File: src/rtl/expanding_window_moving_average_core_macros.svh
// assertion helpers for the moving average core
`ifndef EXPANDING_WINDOW_MOVING_AVERAGE_CORE_MACROS_SVH
`define EXPANDING_WINDOW_MOVING_AVERAGE_CORE_MACROS_SVH

`ifndef ASSERT_OFF
`define EWMA_ASSERT_IMP(name, clock, resetn, ante, cons) \
  name: assert property (@(posedge clock) disable iff (!resetn) (ante) |-> (cons)) \
    else $error("%m: check failed");
`define EWMA_ASSERT_NXT(name, clock, resetn, ante, cons) \
  name: assert property (@(posedge clock) disable iff (!resetn) (ante) |=> (cons)) \
    else $error("%m: check failed");
`else
`define EWMA_ASSERT_IMP(name, clock, resetn, ante, cons)
`define EWMA_ASSERT_NXT(name, clock, resetn, ante, cons)
`endif

`endif

File: src/rtl/ewma_pkg.sv
package ewma_pkg;

  localparam int SAMPLE_W = 32;
  localparam int TOTAL_W  = SAMPLE_W + 6;
  localparam int LEN_W    = 7;
  localparam int ADDR_W   = 3;
  localparam int DATA_W   = 32;

  localparam logic [LEN_W-1:0] WINDOW_RESET = 7'd5;

  // register index decoded from paddr[2]
  localparam logic REG_WINDOW_LENGTH = 1'b0;

  typedef struct packed {
    logic signed [SAMPLE_W-1:0] x_sample;
    logic signed [SAMPLE_W-1:0] y_sample;
    logic                       series_end;
  } in_item_t;

  typedef struct packed {
    logic signed [SAMPLE_W-1:0] x_result;
    logic signed [SAMPLE_W-1:0] y_average;
    logic                       result_last;
  } out_item_t;

  typedef struct packed {
    logic busy;
    logic done;
  } div_stat_t;

endpackage

File: src/rtl/expanding_window_moving_average_core.sv
// Expanding-window moving average over Q16.16 samples. Each request carries x, y and a
// series-end mark; the result passes x through and gives the mean of the last N y values,
// where N is the samples seen in the series capped at window_length (APB register at
// byte 0, clamped to 1..MAX_WINDOW, reset 5). The mean truncates toward zero and
// saturates to 32 bits. After acceptance a request goes through a window read, a subtract
// and an add on the 38-bit running total, then a one bit per cycle restoring divider.
// The core takes one request at a time; a finished result sits in the output register
// while the next request is accepted.
`include "expanding_window_moving_average_core_macros.svh"

module expanding_window_moving_average_core #(
  parameter int MAX_WINDOW = 64
) (
  input  logic                          clk,
  input  logic                          rst_n,
  input  logic                          in_valid,
  output logic                          in_stall,
  input  ewma_pkg::in_item_t            in_data,
  output logic                          out_valid,
  input  logic                          out_stall,
  output ewma_pkg::out_item_t           out_data,
  input  logic                          psel,
  input  logic                          penable,
  input  logic                          pwrite,
  input  logic [ewma_pkg::ADDR_W-1:0]   paddr,
  input  logic [ewma_pkg::DATA_W-1:0]   pwdata,
  output logic [ewma_pkg::DATA_W-1:0]   prdata,
  output logic                          pready
);

  localparam int SLOT_W = (MAX_WINDOW > 1) ? $clog2(MAX_WINDOW) : 1;
  localparam int TW     = ewma_pkg::TOTAL_W;
  localparam int SW     = ewma_pkg::SAMPLE_W;
  localparam int LW     = ewma_pkg::LEN_W;

  typedef enum logic [6:0] {
    S_IDLE = 7'b0000001,
    S_READ = 7'b0000010,
    S_SUB  = 7'b0000100,
    S_ADD  = 7'b0001000,
    S_GO   = 7'b0010000,
    S_DIV  = 7'b0100000,
    S_OUT  = 7'b1000000
  } state_t;

  state_t                  state_r, state_nxt;
  ewma_pkg::in_item_t      req_r;
  logic [LW-1:0]           cfg_len_r;
  logic [LW-1:0]           len_r;
  logic [LW-1:0]           len_eff;
  logic [LW-1:0]           seen_r;
  logic [SLOT_W-1:0]       slot_r;
  logic [SLOT_W-1:0]       old_slot_r;
  logic [SLOT_W-1:0]       old_slot;
  logic [TW-1:0]           total_r;
  logic                    drop_r;
  logic                    neg_r;
  logic [SW-1:0]           rd_data_r;
  logic [SW-1:0]           mem [MAX_WINDOW];
  logic [31:0]             old_int;
  logic [31:0]             slot_inc;
  logic [LW:0]             seen_inc;
  logic                    in_acc;
  logic                    cfg_wr;
  logic                    out_load;
  logic                    series_done;
  logic                    out_valid_r;
  ewma_pkg::out_item_t     out_r;
  logic                    div_start;
  logic [TW-1:0]           div_quo;
  ewma_pkg::div_stat_t     div_stat;
  logic signed [SW-1:0]    avg;

  assign in_acc   = in_valid && !in_stall;
  assign in_stall = (state_r != S_IDLE);
  assign cfg_wr   = psel && penable && pwrite && (paddr[2] == ewma_pkg::REG_WINDOW_LENGTH);
  assign pready   = 1'b1;
  assign prdata   = (paddr[2] == ewma_pkg::REG_WINDOW_LENGTH) ?
                    {{(ewma_pkg::DATA_W-LW){1'b0}}, cfg_len_r} : '0;

  // clamp length and locate the slot that leaves the window
  always_comb begin
    len_eff = cfg_len_r;
    if (len_eff == '0) begin
      len_eff = LW'(1);
    end
    if (32'(len_eff) > MAX_WINDOW) begin
      len_eff = LW'(MAX_WINDOW);
    end
    if (32'(slot_r) >= 32'(len_eff)) begin
      old_int = 32'(slot_r) - 32'(len_eff);
    end else begin
      old_int = 32'(slot_r) + 32'(MAX_WINDOW) - 32'(len_eff);
    end
    old_slot = old_int[SLOT_W-1:0];
    slot_inc = 32'(slot_r) + 32'd1;
    seen_inc = {1'b0, seen_r} + 1'b1;
  end

  assign out_load    = (state_r == S_OUT) && (!out_valid_r || !out_stall);
  assign series_done = out_load && req_r.series_end;

  always_comb begin
    state_nxt = state_r;
    case (state_r)
      S_IDLE: if (in_acc) state_nxt = S_READ;
      S_READ: state_nxt = S_SUB;
      S_SUB:  state_nxt = S_ADD;
      S_ADD:  state_nxt = S_GO;
      S_GO:   state_nxt = S_DIV;
      S_DIV:  if (div_stat.done) state_nxt = S_OUT;
      S_OUT:  if (out_load) state_nxt = S_IDLE;
      default: state_nxt = S_IDLE;
    endcase
  end

  always_ff @(posedge clk) begin
    if (!rst_n) begin
      state_r     <= S_IDLE;
      cfg_len_r   <= ewma_pkg::WINDOW_RESET;
      total_r     <= '0;
      seen_r      <= '0;
      slot_r      <= '0;
      out_valid_r <= 1'b0;
    end else begin
      state_r <= state_nxt;
      if (cfg_wr) begin
        cfg_len_r <= pwdata[LW-1:0];
      end
      if (state_r == S_SUB && drop_r) begin
        total_r <= total_r - {{(TW-SW){rd_data_r[SW-1]}}, rd_data_r};
      end
      if (state_r == S_ADD) begin
        total_r <= total_r + {{(TW-SW){req_r.y_sample[SW-1]}}, req_r.y_sample};
        slot_r  <= (slot_inc >= 32'(MAX_WINDOW)) ? '0 : slot_inc[SLOT_W-1:0];
        seen_r  <= (seen_inc < {1'b0, len_r}) ? seen_inc[LW-1:0] : len_r;
      end
      if (series_done) begin
        total_r <= '0;
        seen_r  <= '0;
        slot_r  <= '0;
      end
      if (out_load) begin
        out_valid_r <= 1'b1;
      end else if (!out_stall) begin
        out_valid_r <= 1'b0;
      end
    end
  end

  always_ff @(posedge clk) begin
    if (in_acc) begin
      req_r      <= in_data;
      len_r      <= len_eff;
      old_slot_r <= old_slot;
      drop_r     <= (seen_r >= len_eff);
    end
    if (state_r == S_READ) begin
      rd_data_r <= mem[old_slot_r];
    end
    if (state_r == S_ADD) begin
      mem[slot_r] <= req_r.y_sample;
    end
    if (state_r == S_GO) begin
      neg_r <= total_r[TW-1];
    end
    if (out_load) begin
      out_r.x_result    <= req_r.x_sample;
      out_r.y_average   <= avg;
      out_r.result_last <= req_r.series_end;
    end
  end

  assign div_start = (state_r == S_GO);

  ewma_div u_div (
    .clk      (clk),
    .rst_n    (rst_n),
    .start    (div_start),
    .dividend (total_r[TW-1] ? (~total_r + 1'b1) : total_r),
    .divisor  (seen_r),
    .quotient (div_quo),
    .stat     (div_stat)
  );

  // sign and saturate the quotient magnitude
  always_comb begin
    if (!neg_r) begin
      if (div_quo > TW'({1'b0, {(SW-1){1'b1}}})) begin
        avg = {1'b0, {(SW-1){1'b1}}};
      end else begin
        avg = div_quo[SW-1:0];
      end
    end else begin
      if (div_quo > TW'({1'b1, {(SW-1){1'b0}}})) begin
        avg = {1'b1, {(SW-1){1'b0}}};
      end else begin
        avg = ~div_quo[SW-1:0] + 1'b1;
      end
    end
  end

  assign out_valid = out_valid_r;
  assign out_data  = out_r;

  `EWMA_ASSERT_IMP(a_div_nonzero, clk, rst_n, state_r == S_GO, seen_r != '0)
  `EWMA_ASSERT_IMP(a_div_running, clk, rst_n, state_r == S_DIV, div_stat.busy || div_stat.done)
  `EWMA_ASSERT_NXT(a_series_clear, clk, rst_n, series_done, !(|{seen_r, slot_r, total_r}))

endmodule

File: src/rtl/ewma_div.sv
module ewma_div (
  input  logic                           clk,
  input  logic                           rst_n,
  input  logic                           start,
  input  logic [ewma_pkg::TOTAL_W-1:0]   dividend,
  input  logic [ewma_pkg::LEN_W-1:0]     divisor,
  output logic [ewma_pkg::TOTAL_W-1:0]   quotient,
  output ewma_pkg::div_stat_t            stat
);

  localparam int CNT_W = $clog2(ewma_pkg::TOTAL_W);
  localparam logic [CNT_W-1:0] LAST_STEP = CNT_W'(ewma_pkg::TOTAL_W - 1);

  logic [ewma_pkg::TOTAL_W-1:0] quo_r, quo_nxt;
  logic [ewma_pkg::LEN_W-1:0]   rem_r, rem_nxt;
  logic [ewma_pkg::LEN_W-1:0]   dvs_r;
  logic [CNT_W-1:0]             cnt_r;
  logic                         busy_r, done_r;
  logic [ewma_pkg::LEN_W:0]     trial;
  logic [ewma_pkg::LEN_W:0]     diff;
  logic                         fits;

  // one restoring step per cycle
  always_comb begin
    trial = {rem_r, quo_r[ewma_pkg::TOTAL_W-1]};
    diff  = trial - {1'b0, dvs_r};
    fits  = (trial >= {1'b0, dvs_r});
    rem_nxt = fits ? diff[ewma_pkg::LEN_W-1:0] : trial[ewma_pkg::LEN_W-1:0];
    quo_nxt = {quo_r[ewma_pkg::TOTAL_W-2:0], fits};
  end

  always_ff @(posedge clk) begin
    if (!rst_n) begin
      busy_r <= 1'b0;
      done_r <= 1'b0;
    end else begin
      done_r <= !start && busy_r && (cnt_r == LAST_STEP);
      if (start) begin
        busy_r <= 1'b1;
      end else if (busy_r && (cnt_r == LAST_STEP)) begin
        busy_r <= 1'b0;
      end
    end
  end

  always_ff @(posedge clk) begin
    if (start) begin
      quo_r <= dividend;
      rem_r <= '0;
      dvs_r <= divisor;
      cnt_r <= '0;
    end else if (busy_r) begin
      quo_r <= quo_nxt;
      rem_r <= rem_nxt;
      cnt_r <= cnt_r + 1'b1;
    end
  end

  assign quotient  = quo_r;
  assign stat.busy = busy_r;
  assign stat.done = done_r;

endmodule
File: config.mk
export PLATFORM = sky130hd
export DESIGN_NAME = expanding_window_moving_average_core
export DESIGN_NICKNAME = d
export VERILOG_FILES = /design/src/rtl/ewma_pkg.sv /design/src/rtl/expanding_window_moving_average_core.sv /design/src/rtl/ewma_div.sv
export VERILOG_INCLUDE_DIRS = /design/src /design/src/rtl
export SDC_FILE = /design/constraint.sdc
export NUM_CORES = 2
export LEC_CHECK = 0
export BUFFER_PORTS_ARGS = -buffer_cell sky130_fd_sc_hd__buf_2
export CORE_MARGIN = 5
export CORE_UTILIZATION = 30
export CTS_BUF_LIST = sky130_fd_sc_hd__clkbuf_8
export DETAILED_ROUTE_END_ITERATION = 10
export GPL_TIMING_DRIVEN = 0
export REMOVE_ABC_BUFFERS = 1
export SLEW_MARGIN = 40
export SYNTH_ARGS = -nofsm -noshare
export SYNTH_HDL_FRONTEND = slang
export SYNTH_SLANG_ARGS = --single-unit
File: constraint.sdc
create_clock -name clk -period 6.15 [get_ports clk]
set_input_delay 0 -clock clk [delete_from_list [all_inputs] [get_ports clk]]
set_output_delay 0 -clock clk [all_outputs]
set_load 0.01 [all_outputs]
* Word-level counts from Yosys, hierarchy flattened *
Memory sizes are Yosys's and may differ from the RTL's. A register that Yosys moved wholly into a read port is not among the register bits.
Cells that the tools add are included.

storage, ports and cells
  bits in registers = 271
  latch bits = 0
  memory bits (writable) = 2048
  memory bits (read-only) = 0
  input bits = 107
  output and inout bits = 100
  logic and storage cells = 105
  memories = 1

memories
  memory  depth  bits a word  read ports  clocked after memory_dff  write ports  RTL line                                    source
  mem     64     32           1           1                         1            expanding_window_moving_average_core.sv:59  logic [SW-1:0] mem [MAX_WINDOW];

cells by class
  $add $sub $neg = 11
  $mul = 0
  divide/modulo/power cells = 0
  $lt $le $gt $ge = 8
  equality and inequality tests = 13
  shift operators = 0
  muxes and demuxes = 25
  bitwise gates (word level) = 4
  reduce and logical (&&, ||, !) cells = 21

operators with widths
  operator                 number
  $mux W38                 5
  $mux W32                 3
  $mux W7                  8
  $pmux W7 S7              1
  $add A38 B1 Y38 const B  1
  $add A38 B38 Y38         1
  $gt A38 B31 Y1 const B   1
  $gt A38 B32 Y1 const B   1
  $not A38 Y38             1
  $sub A38 B38 Y38         1
  $add A32 B1 Y32 const B  1
  $not A32 Y32             1
  $add A6 B1 Y6 const B    2
  $mux W6                  2
  $sub A6 B6 Y6            2
  $logic_and A1 B1 Y1      10
  $add A7 B1 Y8 const B    1
  $ge A8 B7 Y1             1
  $lt A8 B7 Y1             1
  $add A6 B1 Y7 const B    1
  $eq A7 B1 Y1 const B     1
  $eq A7 B2 Y1 const B     1
  $eq A7 B3 Y1 const B     1
  $eq A7 B4 Y1 const B     1
  20 further kinds         33

* Logic depth before layout (Yosys ltp) *
  depth after elaboration = 6
  depth in mapped cells = 22
  depth with buffers taken out = 21

* Cells and area by module *
Synthesis repeated with hierarchy kept, for this count alone.

second synthesis, totals
  cells, all modules = 4613
  area total of the unflattened synthesis = 94242.9 um^2

by module, submodules not included
  module                                instances  cells an instance  area an instance (um^2)  seq. area each (um^2)
  expanding_window_moving_average_core  1          4387               91283.8                  68135.3
  ewma_div                              1          226                2959.1                   1651.6

* Least setup slack after synthesis *
No wires, ideal clock.

  path type = reg2reg
  from = register state_r[2]
  to = register total_r[25]
  library setup time = 0.125 ns
  arrival = 5.754 ns
  required time = 6.025 ns
  slack = 0.272 ns
  stages on the path, launching flop included = 10
  buffers on the path = 0
  period minus slack after synthesis = 5.878 ns
  path through = dfxtp_1 > or2_2 > nor4_1 > nand3b_1 > a21oi_1 > a21boi_1 > nand2_1 > nor3_1 > a31oi_1 > nand3_1

between the ends
  cells in the longest elaborated chain, start to end = 4
  elaborated cells between the ends (all ways) = 9
  classes of those cells = eq/ne: 3; mux: 1; reduce/logical: 5

ends and longest elaborated chain
  element                     RTL line                                     source
  from (decl)                 expanding_window_moving_average_core.sv:46   state_t state_r, state_nxt;
  from (signal assigned)      expanding_window_moving_average_core.sv:126  state_r <= state_nxt;
  $eq A7 B7 Y1                expanding_window_moving_average_core.sv:100  assign out_load = (state_r == S_OUT) && (!out_valid_r || !out_stall);
  $logic_and A1 B1 Y1         expanding_window_moving_average_core.sv:100
  named net out_load          expanding_window_moving_average_core.sv:65   logic out_load;
  $logic_and A1 B1 Y1         expanding_window_moving_average_core.sv:101  assign series_done = out_load && req_r.series_end;
  $reduce_or A2 Y1 (no line)  -
  to (signal assigned)        expanding_window_moving_average_core.sv:131  total_r <= total_r - {{(TW-SW){rd_data_r[SW-1]}}, rd_data_r};
  to (signal assigned)        expanding_window_moving_average_core.sv:134  total_r <= total_r + {{(TW-SW){req_r.y_sample[SW-1]}}, req_r.y_sample};
  to (decl)                   expanding_window_moving_average_core.sv:55   logic [TW-1:0] total_r;

The timed path passes the listed nets, and every way through them passes these cells.
A chain may end at the register's enable or synchronous reset.

* Worst setup path after layout *
  from = register rd_data_r[3], read port of mem
  to = register total_r[37]

between the ends
  cells in the longest elaborated chain, start to end = 3

ends and longest elaborated chain
  element           RTL line                                     source
  from (decl)       expanding_window_moving_average_core.sv:58   logic [SW-1:0] rd_data_r;
  $sub A38 B38 Y38  expanding_window_moving_average_core.sv:131
  $mux W38          expanding_window_moving_average_core.sv:130  if (state_r == S_SUB && drop_r) begin
  $mux W38          expanding_window_moving_average_core.sv:133  if (state_r == S_ADD) begin

No other way between the ends. The select of a mux whose other input is x is not followed.

==> flow_summary.ini <==
[grt]
grtUsageTotal = 0.146
grt_use_met2 = 0.238
grt_busiest_layer = met2
grt.overflow.total = 0
grt_pass1_wl_microns = 351000
grt_pass1_vias = 50700
grt_use_met1 = 0.199
grt_max_degree = 40
gr-usage-met3 = 0.0293
antenna_found_initial = 14

[synth]
syn_inst = 4593
yosys.area.top_type_share = 0.728
yosysMostFrequentCell = edfxtp_1
ys_warn_count = 0
synth.avg_cell_area_sq_um = 20.4
synth_seq_area_share = 0.745
synth-edff-count = 2270
synth_common_cells = 2,270 x edfxtp_1, 666 x mux4_2, 225 x nand2_1
ys.flop_type = edfxtp_1
synthArstFlopShare = 0
synth_cell_types = 63
synth.top_cells.by_area = edfxtp_1 73%, mux4_2 16%, dfxtp_1 1.7%, ha_1 0.94%, nand2_1 0.90%
yosys.area.top_type = edfxtp_1
ys_seq_elements = 2351
syn_area_sq_um = 93700

[drt]
dr_total_vias = 49500
drt_iter0_markers = 5365
wl_per_cell_microns = 24.1
ant_nets = 0
drc = 0
viasPerCell = 4.96
wl_microns = 240000
firstDrtPassIters = 8

[setup_path]
r2r_slack_ns = 0.41
r2r-start = rd_data_r[3]
endpoint_kind = flop
critPathArrivalTime_ns = 6.67
ff2ff_path_depth = 19
crit_type = reg2reg
cp-start-kind = flop
worstPathMaxFanout = 7
r2r-end = total_r[37]
cp.required_ns = 7.09

[floorplanning]
die_w_microns = 569
coreArea_sq_um = 311000
die_h_microns = 569
die-area_sq_um = 323000
row_count = 205
ioPinCount = 207
start_util = 0.301

[sta]
skew_ns = 0.113
hold_viol_final = 0
period_needed_ns = 5.74
slew_viol_final = 0
setup_violations = 0
worst_pin_slew_ns = 0.826
clock.fmax_mhz = 174
slew_headroom = 0.448
rsz0062_at_grt = no
timing.final.crit_share = 0.933

[cells_and_area]
stdcell_count = 9979
fill_cells = 28300
design_area_sq_um = 115000
layout-drive-gt1-share = 0.319
fin_nets = 5740
synthToLayoutAreaGrowth_pct = 22.9

[place]
routabilityCongestion = 0.827
dpl-instance-area_sq_um = 107000
dp.final_hpwl_microns = 169000
place_inst = 9145
portBuffers = 153

[hold_path]
min_path_cells = 5
hold_path.class = in2reg
min_from = rst_n
whs_endpoint = seen_r[2]

[cts]
cts_setup_buffers = 0
clockRootBuffer = clkbuf_8
insertion_delay_ns = 1.09
clk_pin_slew_worst_paths_ns = 0.06
htreeDepth = 5
cts.sinks = 2351
cts_made_buffers = 385
cts_tree = done
clockBufferDepth = 4

[outcome]
outcome = complete, no violations

[power_and_ir_drop]
peakVddDrop_mv = 0.169
leakagePower_uw = 0.0382
power_density_nw_per_um2 = 282

[run]
drv_cap = 0
cells in the final DEF, fill, tap and decap left out, drive strengths merged, types with 20 or more instances in the layout:
cell / count
mux4: 666
conb: 26
nand3: 34
clkinv: 133
mux2i: 23
clkbuf: 394
a21oi: 125
xor2: 65
dlygate4sd3: 166
edfxtp: 2270
inv: 184
dfxtp: 81
a21o: 20
xnor2: 50
ha: 70
nor2: 201
nand4: 20
or3: 30
nor2b: 27
nor4: 22
o21ai: 115
o311ai: 23
buf: 649
nor3: 33
nand2: 225
critical path, cell delays in order, from the launching register on:
cell	delay (ns)
edfxtp_1	0.44
or3_1	0.45
or4_1	0.44
or2_2	0.32
nand2b_1	0.31
nor2_1	0.25
nand3b_1	0.19
nor3_1	0.22
xor2_1	0.17
a21oi_1	0.12
ha_1	0.43
nand2_1	0.09
nor3_1	0.38
nand2_1	0.09
o221ai_1	0.43
nor3_1	0.11
or3_1	0.45
o21ai_0	0.29
mux2i_1	0.25
mux2i_1	0.19
power breakdown:
group / internal (uW) / switching (uW) / leakage, uW / total, uW
clock network: 6150 / 5980 / 0.00386 / 12100
registers: 17900 / 138 / 0.0211 / 18100
logic: 1010 / 1240 / 0.0132 / 2250
total: 25100 / 7350 / 0.0382 / 32500
repair_timing:
action / 4_1_cts / 5_1_grt
setup endpoints to repair: 0 / 1
resized for setup: 0 / 1
hold buffers: 166 / 0
endpoints found under the hold margin: 269 / 0
per-stage QoR:
step	util	total power (uW)	hold WS [ns]	setup slack, ns	setup TNS, ns
after floorplan	-	20100	0.0429	-15.26	-488.43
final	0.370	32500	0.182	0.414	0
after global placement	0.317	21200	0.176	-26.29	-4597.65
after global routing	0.370	33700	0.115	0.150	0
after CTS	0.370	32800	0.0760	0.469	0
after detailed placement	0.343	20600	0.178	0.486	0
final cells by class:
class / count / area (sq um) / share of cell area
Sequential cell: 2351 / 69800 / 0.606
Multi-Input combinational cell: 1945 / 23200 / 0.202
Timing Repair Buffer: 815 / 10000 / 0.0871
Clock buffer: 394 / 5420 / 0.0471
Tap cell: 4140 / 5180 / 0.0450
Clock inverter: 266 / 1230 / 0.0107
Inverter: 62 / 235 / 0.00204
Antenna cell: 6 / 15.0 / 0.000130
cell families after synthesis:
group,share of synthesized area
DFF,0.745
muxes,0.163
and+or+nand+nor,0.0320
AOI/OAI and AO/OA,0.0248
buffers and inverters,0.0139
xor gates and xnor gates,0.0108
adders and majority gates,0.00999
other,0.0000802
registers in the layout, summed over array words and instances (netlist names):
name            cells
u_div.busy_r        1
cfg_len_r           7
out_data           65
req_r              65
state_r             7
drop_r              1
out_valid           1
u_div.rem_r         7
mem              2048
len_r               7
u_div.done_r        1
u_div.dvs_r         7
slot_r              6
old_slot_r          6
rd_data_r          32
u_div.cnt_r         6
u_div.quotient     38
total_r            38
neg_r               1
seen_r              7
worst max path at each step:
stage	start	end	slack (ns)
2_1_floorplan	old_slot_r[0]	rd_data_r[12]	-15.26
3_3_place_gp	old_slot_r[0]	rd_data_r[30]	-26.29
3_5_place_dp	rd_data_r[3]	total_r[37]	0.49
4_1_cts	rd_data_r[3]	total_r[37]	0.47
5_1_grt	rd_data_r[0]	total_r[37]	0.15
6_report	rd_data_r[3]	total_r[37]	0.41
metal layers:
layer / routed length (microns) / part of all wire
met2: 116000 / 0.48
met1: 100000 / 0.42
met3: 17400 / 0.072
met5: 18 / 0.000075
met4: 6290 / 0.026
Power figures use the tool's default switching activity.
